## src/rtl/core/h2r_pkg.sv

```systemverilog
`timescale 1ns / 1ps

package h2r_pkg;

  // hue wrap: bias by a multiple of 360 so the value is non-negative,
  // then divide by 360 through a reciprocal (estimate low by at most one)
  localparam int unsigned HueBias       = 33120;  // 92 * 360
  localparam int unsigned HueRecip      = 46603;  // floor(2^24 / 360)
  localparam int unsigned HueRecipShift = 24;
  localparam int unsigned HueWrap       = 360;

  // common denominator of all fractions, unit value 1.0
  localparam int unsigned Denom       = 1200000;
  localparam int unsigned HalfDenom   = 600000;
  localparam int unsigned FullScale   = 255;
  localparam int unsigned LevelRecip  = 916259;   // floor(2^40 / Denom)
  localparam int unsigned LevelShift  = 40;

  typedef struct packed {
    logic signed [15:0] hue_degrees;
    logic signed [7:0]  saturation_percent;
    logic signed [7:0]  lightness_percent;
  } hsl_t;

  typedef struct packed {
    logic [7:0] red_level;
    logic [7:0] green_level;
    logic [7:0] blue_level;
  } rgb_t;

  // wrapped hue, chroma numerator over 10000, clamped lightness
  typedef struct packed {
    logic [8:0]  hue;
    logic [13:0] chroma_num;
    logic [6:0]  light;
  } prep_t;

  // 255 * v + D/2 for each channel, to be divided by D
  typedef struct packed {
    logic [28:0] red_num;
    logic [28:0] green_num;
    logic [28:0] blue_num;
  } mix_t;

  typedef enum logic [2:0] {
    SecRedYel = 3'd0,
    SecYelGrn = 3'd1,
    SecGrnCyn = 3'd2,
    SecCynBlu = 3'd3,
    SecBluMag = 3'd4,
    SecMagRed = 3'd5
  } sector_e;

  function automatic logic [6:0] clamp_pct(input logic signed [7:0] v);
    logic [6:0] r;
    if (v < 8'sd0) begin
      r = 7'd0;
    end else if (v > 8'sd100) begin
      r = 7'd100;
    end else begin
      r = v[6:0];
    end
    return r;
  endfunction

endpackage

```

## src/rtl/core/hsl_to_rgb_converter.sv

```systemverilog
`timescale 1ns / 1ps
// HSL to RGB converter, six register stages.
// An accepted word passes through stages A to F in order before output valid.
// Throughput: one word per cycle; the whole pipe holds while the output word waits.
// Reset: rst_ni (async, active low) clears the stage valid bits only;
// data registers are not reset and the block has no other state.

module hsl_to_rgb_converter import h2r_pkg::*; (
  input  logic clk_i,
  input  logic rst_ni,
  input  logic in_valid_i,
  output logic in_ready_o,
  input  hsl_t in_data_i,
  output logic out_valid_o,
  input  logic out_ready_i,
  output rgb_t out_data_o
);

  localparam int unsigned Stages = 6;

  // One shared advance enable: the pipe moves whenever the output slot is
  // free or is being taken this cycle, and then a new word enters each cycle.
  logic              adv;
  logic [Stages-1:0] valid_d, valid_q;

  assign adv        = !valid_q[Stages-1] || out_ready_i;
  assign in_ready_o = adv;

  always_comb begin
    valid_d = valid_q;
    if (adv) begin
      valid_d = {valid_q[Stages-2:0], in_valid_i};
    end
  end

  always_ff @(posedge clk_i or negedge rst_ni) begin
    if (!rst_ni) begin
      valid_q <= '0;
    end else begin
      valid_q <= valid_d;
    end
  end

  // stages A-B: hue wrap, clamps, chroma numerator
  prep_t prep;
  h2r_prep u_prep (
    .clk_i  (clk_i),
    .en_i   (adv),
    .hsl_i  (in_data_i),
    .prep_o (prep)
  );

  // stages C-D: sector pick, X / C / m, rounding numerators
  mix_t mix;
  h2r_mix u_mix (
    .clk_i  (clk_i),
    .en_i   (adv),
    .prep_i (prep),
    .mix_o  (mix)
  );

  // stages E-F: divide by the common denominator, one unit per channel
  rgb_t rgb;
  h2r_quant u_quant_r (
    .clk_i   (clk_i),
    .en_i    (adv),
    .num_i   (mix.red_num),
    .level_o (rgb.red_level)
  );

  h2r_quant u_quant_g (
    .clk_i   (clk_i),
    .en_i    (adv),
    .num_i   (mix.green_num),
    .level_o (rgb.green_level)
  );

  h2r_quant u_quant_b (
    .clk_i   (clk_i),
    .en_i    (adv),
    .num_i   (mix.blue_num),
    .level_o (rgb.blue_level)
  );

  assign out_valid_o = valid_q[Stages-1];
  assign out_data_o  = rgb;

  // back-pressure only comes from an output word left waiting
  a_stall_cause: assert property (@(posedge clk_i) disable iff (!rst_ni)
    !in_ready_o |-> out_valid_o)
    else $error("pipe stalled with empty output slot");

  // an accepted word shows up in the first stage
  a_enter: assert property (@(posedge clk_i) disable iff (!rst_ni)
    (in_valid_i && in_ready_o) |=> valid_q[0])
    else $error("accepted word lost at entry");

  // a stall freezes every stage valid bit
  a_hold: assert property (@(posedge clk_i) disable iff (!rst_ni)
    !in_ready_o |=> $stable(valid_q))
    else $error("stage valid changed during stall");

endmodule

```

## src/rtl/core/h2r_prep.sv

```systemverilog
`timescale 1ns / 1ps

module h2r_prep import h2r_pkg::*; (
  input  logic  clk_i,
  input  logic  en_i,
  input  hsl_t  hsl_i,
  output prep_t prep_o
);

  // stage A: bias, reciprocal multiply, clamp
  logic [16:0] biased;
  logic [16:0] ubias_d, ubias_q;
  logic [32:0] prod;
  logic [7:0]  quot_d, quot_q;
  logic [6:0]  sat_d, sat_q, lit_d, lit_q;

  assign biased  = {hsl_i.hue_degrees[15], hsl_i.hue_degrees} + 17'(HueBias);
  assign ubias_d = biased;
  assign prod    = 33'(ubias_d) * 33'(HueRecip);
  assign quot_d  = prod[HueRecipShift +: 8];
  assign sat_d   = clamp_pct(hsl_i.saturation_percent);
  assign lit_d   = clamp_pct(hsl_i.lightness_percent);

  always_ff @(posedge clk_i) begin
    if (en_i) begin
      ubias_q <= ubias_d;
      quot_q  <= quot_d;
      sat_q   <= sat_d;
      lit_q   <= lit_d;
    end
  end

  // stage B: remainder with one correction, chroma numerator
  logic [16:0] qmul;
  logic [16:0] rem;
  logic [8:0]  hue;
  logic [7:0]  two_l;
  logic [6:0]  ldev;
  logic [6:0]  span;
  logic [13:0] cnum;
  prep_t       prep_d, prep_q;

  assign qmul = 17'(quot_q) * 17'(HueWrap);
  assign rem  = ubias_q - qmul;
  assign hue  = (rem >= 17'(HueWrap)) ? 9'(rem - 17'(HueWrap)) : rem[8:0];

  assign two_l = {lit_q, 1'b0};
  assign ldev  = (two_l >= 8'd100) ? 7'(two_l - 8'd100) : 7'(8'd100 - two_l);
  assign span  = 7'd100 - ldev;
  assign cnum  = 14'(span) * 14'(sat_q);

  always_comb begin
    prep_d            = '0;
    prep_d.hue        = hue;
    prep_d.chroma_num = cnum;
    prep_d.light      = lit_q;
  end

  always_ff @(posedge clk_i) begin
    if (en_i) begin
      prep_q <= prep_d;
    end
  end

  assign prep_o = prep_q;

endmodule

```

## src/rtl/core/h2r_mix.sv

```systemverilog
`timescale 1ns / 1ps

module h2r_mix import h2r_pkg::*; (
  input  logic  clk_i,
  input  logic  en_i,
  input  prep_t prep_i,
  output mix_t  mix_o
);

  // stage C: sector, X, C and m, all over Denom
  logic [6:0]  hmod;
  logic [5:0]  hdist;
  logic [5:0]  xfac;
  logic [19:0] xnum;
  logic [20:0] chr_d, chr_q, xc_d, xc_q, ofs_d, ofs_q;
  logic [20:0] lterm, cterm;
  sector_e     sec_d, sec_q;

  assign hmod = (prep_i.hue >= 9'd240) ? 7'(prep_i.hue - 9'd240) :
                (prep_i.hue >= 9'd120) ? 7'(prep_i.hue - 9'd120) : prep_i.hue[6:0];
  assign hdist = (hmod >= 7'd60) ? 6'(hmod - 7'd60) : 6'(7'd60 - hmod);
  assign xfac  = 6'd60 - hdist;
  assign xnum  = 20'(prep_i.chroma_num) * 20'(xfac);
  assign xc_d  = {xnum, 1'b0};
  assign chr_d = 21'(prep_i.chroma_num) * 21'd120;
  assign lterm = 21'(prep_i.light) * 21'd12000;
  assign cterm = 21'(prep_i.chroma_num) * 21'd60;
  assign ofs_d = lterm - cterm;   // L - C/2, never negative

  always_comb begin
    if (prep_i.hue < 9'd60) begin
      sec_d = SecRedYel;
    end else if (prep_i.hue < 9'd120) begin
      sec_d = SecYelGrn;
    end else if (prep_i.hue < 9'd180) begin
      sec_d = SecGrnCyn;
    end else if (prep_i.hue < 9'd240) begin
      sec_d = SecCynBlu;
    end else if (prep_i.hue < 9'd300) begin
      sec_d = SecBluMag;
    end else begin
      sec_d = SecMagRed;
    end
  end

  always_ff @(posedge clk_i) begin
    if (en_i) begin
      chr_q <= chr_d;
      xc_q  <= xc_d;
      ofs_q <= ofs_d;
      sec_q <= sec_d;
    end
  end

  // stage D: route to channels, add m, form rounding numerator
  logic [20:0] rsel, gsel, bsel;
  logic [20:0] rv, gv, bv;
  mix_t        mix_d, mix_q;

  always_comb begin
    case (sec_q)
      SecRedYel: begin rsel = chr_q; gsel = xc_q;  bsel = '0;    end
      SecYelGrn: begin rsel = xc_q;  gsel = chr_q; bsel = '0;    end
      SecGrnCyn: begin rsel = '0;    gsel = chr_q; bsel = xc_q;  end
      SecCynBlu: begin rsel = '0;    gsel = xc_q;  bsel = chr_q; end
      SecBluMag: begin rsel = xc_q;  gsel = '0;    bsel = chr_q; end
      default:   begin rsel = chr_q; gsel = '0;    bsel = xc_q;  end
    endcase
  end

  assign rv = rsel + ofs_q;
  assign gv = gsel + ofs_q;
  assign bv = bsel + ofs_q;

  always_comb begin
    mix_d           = '0;
    mix_d.red_num   = 29'(rv) * 29'(FullScale) + 29'(HalfDenom);
    mix_d.green_num = 29'(gv) * 29'(FullScale) + 29'(HalfDenom);
    mix_d.blue_num  = 29'(bv) * 29'(FullScale) + 29'(HalfDenom);
  end

  always_ff @(posedge clk_i) begin
    if (en_i) begin
      mix_q <= mix_d;
    end
  end

  assign mix_o = mix_q;

endmodule

```

## src/rtl/core/h2r_quant.sv

```systemverilog
`timescale 1ns / 1ps

module h2r_quant import h2r_pkg::*; (
  input  logic        clk_i,
  input  logic        en_i,
  input  logic [28:0] num_i,
  output logic [7:0]  level_o
);

  // stage E: quotient estimate by reciprocal, low by at most one
  logic [48:0] prod;
  logic [7:0]  qest_d, qest_q;
  logic [28:0] num_q;

  assign prod   = 49'(num_i) * 49'(LevelRecip);
  assign qest_d = prod[LevelShift +: 8];

  always_ff @(posedge clk_i) begin
    if (en_i) begin
      qest_q <= qest_d;
      num_q  <= num_i;
    end
  end

  // stage F: one correction step, saturate
  logic [28:0] qmul;
  logic [28:0] rem;
  logic [8:0]  qfix;
  logic [7:0]  level_d, level_q;

  assign qmul    = 29'(qest_q) * 29'(Denom);
  assign rem     = num_q - qmul;
  assign qfix    = 9'(qest_q) + ((rem >= 29'(Denom)) ? 9'd1 : 9'd0);
  assign level_d = (qfix > 9'(FullScale)) ? 8'(FullScale) : qfix[7:0];

  always_ff @(posedge clk_i) begin
    if (en_i) begin
      level_q <= level_d;
    end
  end

  assign level_o = level_q;

endmodule
```

## config.mk

```make
export PLATFORM = sky130hd
export DESIGN_NAME = hsl_to_rgb_converter
export DESIGN_NICKNAME = d
export VERILOG_FILES = /design/src/rtl/core/h2r_pkg.sv /design/src/rtl/core/hsl_to_rgb_converter.sv /design/src/rtl/core/h2r_prep.sv /design/src/rtl/core/h2r_mix.sv /design/src/rtl/core/h2r_quant.sv
export SDC_FILE = /design/constraint.sdc
export NUM_CORES = 2
export LEC_CHECK = 0
export BUFFER_PORTS_ARGS = -buffer_cell sky130_fd_sc_hd__buf_2
export CAP_MARGIN = 20
export CORE_MARGIN = 5
export CORE_UTILIZATION = 57
export DETAILED_ROUTE_END_ITERATION = 12
export PLACE_DENSITY = 0.84
export SLEW_MARGIN = 10
export SYNTH_ARGS = -nofsm -noshare
export SYNTH_HDL_FRONTEND = slang
export SYNTH_HIERARCHICAL = 1
export SYNTH_SLANG_ARGS = --single-unit
```

## constraint.sdc

```tcl
create_clock -name clk_i -period 12.1 [get_ports clk_i]
set_input_delay 0.605 -clock clk_i [delete_from_list [all_inputs] [get_ports clk_i]]
set_output_delay 0.605 -clock clk_i [all_outputs]
set_load 0.1 [all_outputs]
```

==> summary by stage <==
Run status
The run finished with clean final reports.

Synth
The synthesized netlist occupies a cell area of 0.0770 mm². Of all cell types, the one taking the most synthesized area is fa_1. After synthesis, the netlist uses around 120 different library cells. The sequential fraction of the synthesis area is 0.129. The async set-or-reset flop fraction in the synthesized netlist is 0.0181. Of the post-synthesis cell area, the dominant cell type holds 0.333. The number of register bits inferred by synthesis is 331. In this run, synthesis inferred approximately 330 flip-flops with an integrated enable. The post-synthesis area per instance is roughly 10 µm².

The gate count of the mapped netlist is 7710. The total number of yosys warnings is 6. By area the synthesized netlist is led by fa_1, ha_1, edfxtp_1. In the synthesized netlist the dominant register cell turns out to be edfxtp_1.

Timing
Headroom to the max-slew limit came out at 0.255. The final period demand of the worst path is 8980 ps. Setup repair after global routing left no endpoint under its margin. The total count of max-transition violations in the final report is 0. The pin slew with the least headroom to its limit is around 1100 ps. The achievable clock frequency is roughly 110 MHz. Setup violations remaining at the end of the flow were counted as 0. Hold timing on the final database bottoms out at a slack of ~230 ps. The hold violation total from the final report came to 0. Setup slack closes at 3120 ps.

The setup TNS is 0 ps. The post-route fraction of the period consumed by the critical path is 0.742. The clock skew after layout is 46.5 ps.

Clock network
The count of clock tree sinks is roughly 330. The clock reaches the later pin of the worst-skew pair after 650 ps. The number of gates resized after cts is 0.

In this run the number of H-tree levels came out at 2. Clock-pin slew was measured on the worst setup and hold paths at 60 ps. The CTS tree is done. The count of buffers added by post-CTS timing repair for setup is 0. The number of buffers created by CTS is 44.

The root buffer cell chosen for the clock tree is clkbuf_16. The largest buffer count on any clock path is 3.

Placement
The count of buffers added on input and output ports is a little over 60. The HPWL after detailed placement is between 100 and 150 mm. The cell count after placement is 9506.

The placer congestion estimate is 0.945. OpenSTA, run right after detailed placement, puts the worst setup slack at 3240 ps.

GRT
The highest-utilization routing layer at the global route stage is met2. The global-route wire length before repair is approximately 280 mm. The initial antenna violation count is 1. Across every metal layer, demand over resource in global routing totals 0.242. Entering global routing, the biggest net connects 80 pins. For this run, global-route usage on met2 was measured as 0.430. In the global route stage, met3 resource usage came out at 0.0349. The met1 layer usage reported by global route is 0.311. Global routing finished with a remaining overflow of 0. The number of global-route vias before repair came to approximately 60000.

Detailed routing
The iteration-0 DRC count of the detailed router is between 3000 and 4000. In this run the remaining antenna-violating nets after routing total 0. The routed design has 168 mm of wire. The iteration count of the initial detailed-routing pass is 7. The post-detailed-route wirelength per cell is roughly 18 µm.

The routed layout has approximately 54000 vias. The via density per instance is 5.62. In the routed design, unresolved DRC markers number 0.

Worst setup path
STA puts the critical path data required time at roughly 12000 ps. The cell with the biggest individual delay on the critical path is edfxtp_1. The launching element type of the critical path is a flop. The most repeated library cell on the critical path is fa_1. The largest single stage delay on the critical path is between 800 and 900 ps. In this run the worst path has a maximum fanout of 23. The endpoint type of the worst setup path is a flop. The start-to-end type of the worst setup path is reg -> reg. Data arrives at the worst endpoint at around 9300 ps.

Die
The area of the core is between 0.1 and 0.15 mm². The area enclosed by the die boundary is 0.143 mm². The die extent in y is between 300 and 400 µm. For this configuration, the core starts out at a cell density of 0.576. The number of top-level design ports is 62.

The number of placement rows is roughly 130. The die extent in x is between 300 and 400 µm.

Cells and area
The final instance count without filler cells is approximately 9600. In the final design database the tool counted around 10000 nets. Relative to the synthesized area, the layout overhead comes to 5.01%. Leaving out fill and tap cells, the most frequent cell in the layout is inv_1. In the final layout, the share of cells above drive strength 1 is 0.0343. The top cell types in the final layout, fill and taps aside, are inv_1, ha_1, fa_1, edfxtp_1, nand2_1.

Worst hold path
The min-delay analysis places its worst path in the category in -> reg.

Run
The number of max-cap violations is 0.
-- worst paths after layout --
kind | from | end | slack [ps] | cells after the start
worst max-delay path | u_mix/sec_q[2] | u_mix/mix_o[85] | 3120 | 29
worst min-delay path | in_valid_i | valid_q[0] | 230 | 2
worst max register to register | u_mix/sec_q[2] | u_mix/mix_o[85] | 3120 | 29
worst min register to register | u_prep/ubias_q[1] | u_prep/prep_o[22] | 450 | 0
max in group asynchronous | rst_ni | valid_q[1] | 11610 | 2
min in group asynchronous | rst_ni | valid_q[5] | 350 | 2
-- flip-flops by register name, summed over array words and instances, names as in the netlist --
name               flops
u_mix/mix_o           84
u_prep/prep_o         29
u_quant_b/num_q       22
u_quant_g/num_q       22
u_quant_r/num_q       22
u_mix/xc_q            20
u_mix/chr_q           18
u_mix/ofs_q           18
u_prep/ubias_q        17
u_prep/quot_q          8
u_quant_b/level_o      8
u_quant_b/qest_q       8
u_quant_g/level_o      8
u_quant_g/qest_q       8
u_quant_r/level_o      8
u_quant_r/qest_q       8
u_prep/lit_q           7
u_prep/sat_q           7
valid_q                6
u_mix/sec_q            3
-- Yosys cell counts, types with 22 or more instances --
| master | instances |
|---|---|
| a211oi_1 | 51 |
| a21boi_0 | 22 |
| a21o_1 | 114 |
| a21oi_1 | 286 |
| a31oi_1 | 62 |
| and2_1 | 74 |
| and3_1 | 55 |
| clkbuf_1 | 30 |
| edfxtp_1 | 325 |
| fa_1 | 1282 |
| ha_1 | 1319 |
| inv_1 | 2078 |
| nand2_1 | 299 |
| nand2b_1 | 62 |
| nand3_1 | 106 |
| nand4_1 | 31 |
| nor2_1 | 215 |
| nor2b_1 | 39 |
| nor3_1 | 126 |
| o211ai_1 | 34 |
| o21a_1 | 46 |
| o21ai_0 | 192 |
| o21bai_1 | 38 |
| or2_2 | 27 |
| or3_1 | 31 |
| xnor2_1 | 230 |
| xor2_1 | 116 |
-- area by class of cell --
type                    count  area, µm²
diodes                      1       2.50
clock buffers              46       1110
clock inverters            35        373
fillers                 10400      52900
inverters                2079       7800
multi-input cells        5254      59000
flip-flops and latches    331       9910
well taps                1768       2210
repair buffers             75        413
-- metal layers --
metal / vias up / routed length [µm]
met1: 26900 / 70200
met3: 332 / 8760
li1: 25100 / -
met5: - / 0
met4: 0 / 4720
met2: 1520 / 84300
-- critical path, delay by kind of cell (launching register included) --
| kind | cells | cell delay, ps |
|---|---|---|
| XOR/XNOR | 2 | 680 |
| adder cells (fa/ha/maj) | 7 | 3130 |
| buffers and inverters | 4 | 350 |
| multiplexers | 1 | 240 |
| AND/OR/NAND/NOR | 8 | 1040 |
| flip-flops | 1 | 840 |
| AO/OA/AOI/OAI | 7 | 2430 |
-- per-stage QoR --
step                 util  area [µm²]
floorplan               -       77000
global placement    0.593       79400
detailed placement  0.593       79400
CTS                 0.604       80900
global route        0.604       80900
finish              0.604       80900
-- kinds of logic (layout without fill, tap and decap cells) --
group / after synthesis / in the layout / share of synthesized area
xor gates and xnor gates: 347 / 347 / 0.0396
DFF: 331 / 331 / 0.129
adders and majority gates: 2601 / 2601 / 0.548
buffers and inverters: 2127 / 2235 / 0.105
AOI/OAI and AO/OA: 1093 / 1093 / 0.0963
and+or+nand+nor: 1177 / 1177 / 0.0785
muxes: 32 / 32 / 0.00461
other: 2 / 5 / 0.0000975
-- what timing repair did --
action,4_1_cts,5_1_grt
setup endpoints to repair,0,0
hold buffers,1,0
endpoints found under the hold margin,6,0
Power is not shown: default switching activity piles up to over one toggle a cycle in this logic, so the estimate is an artifact.
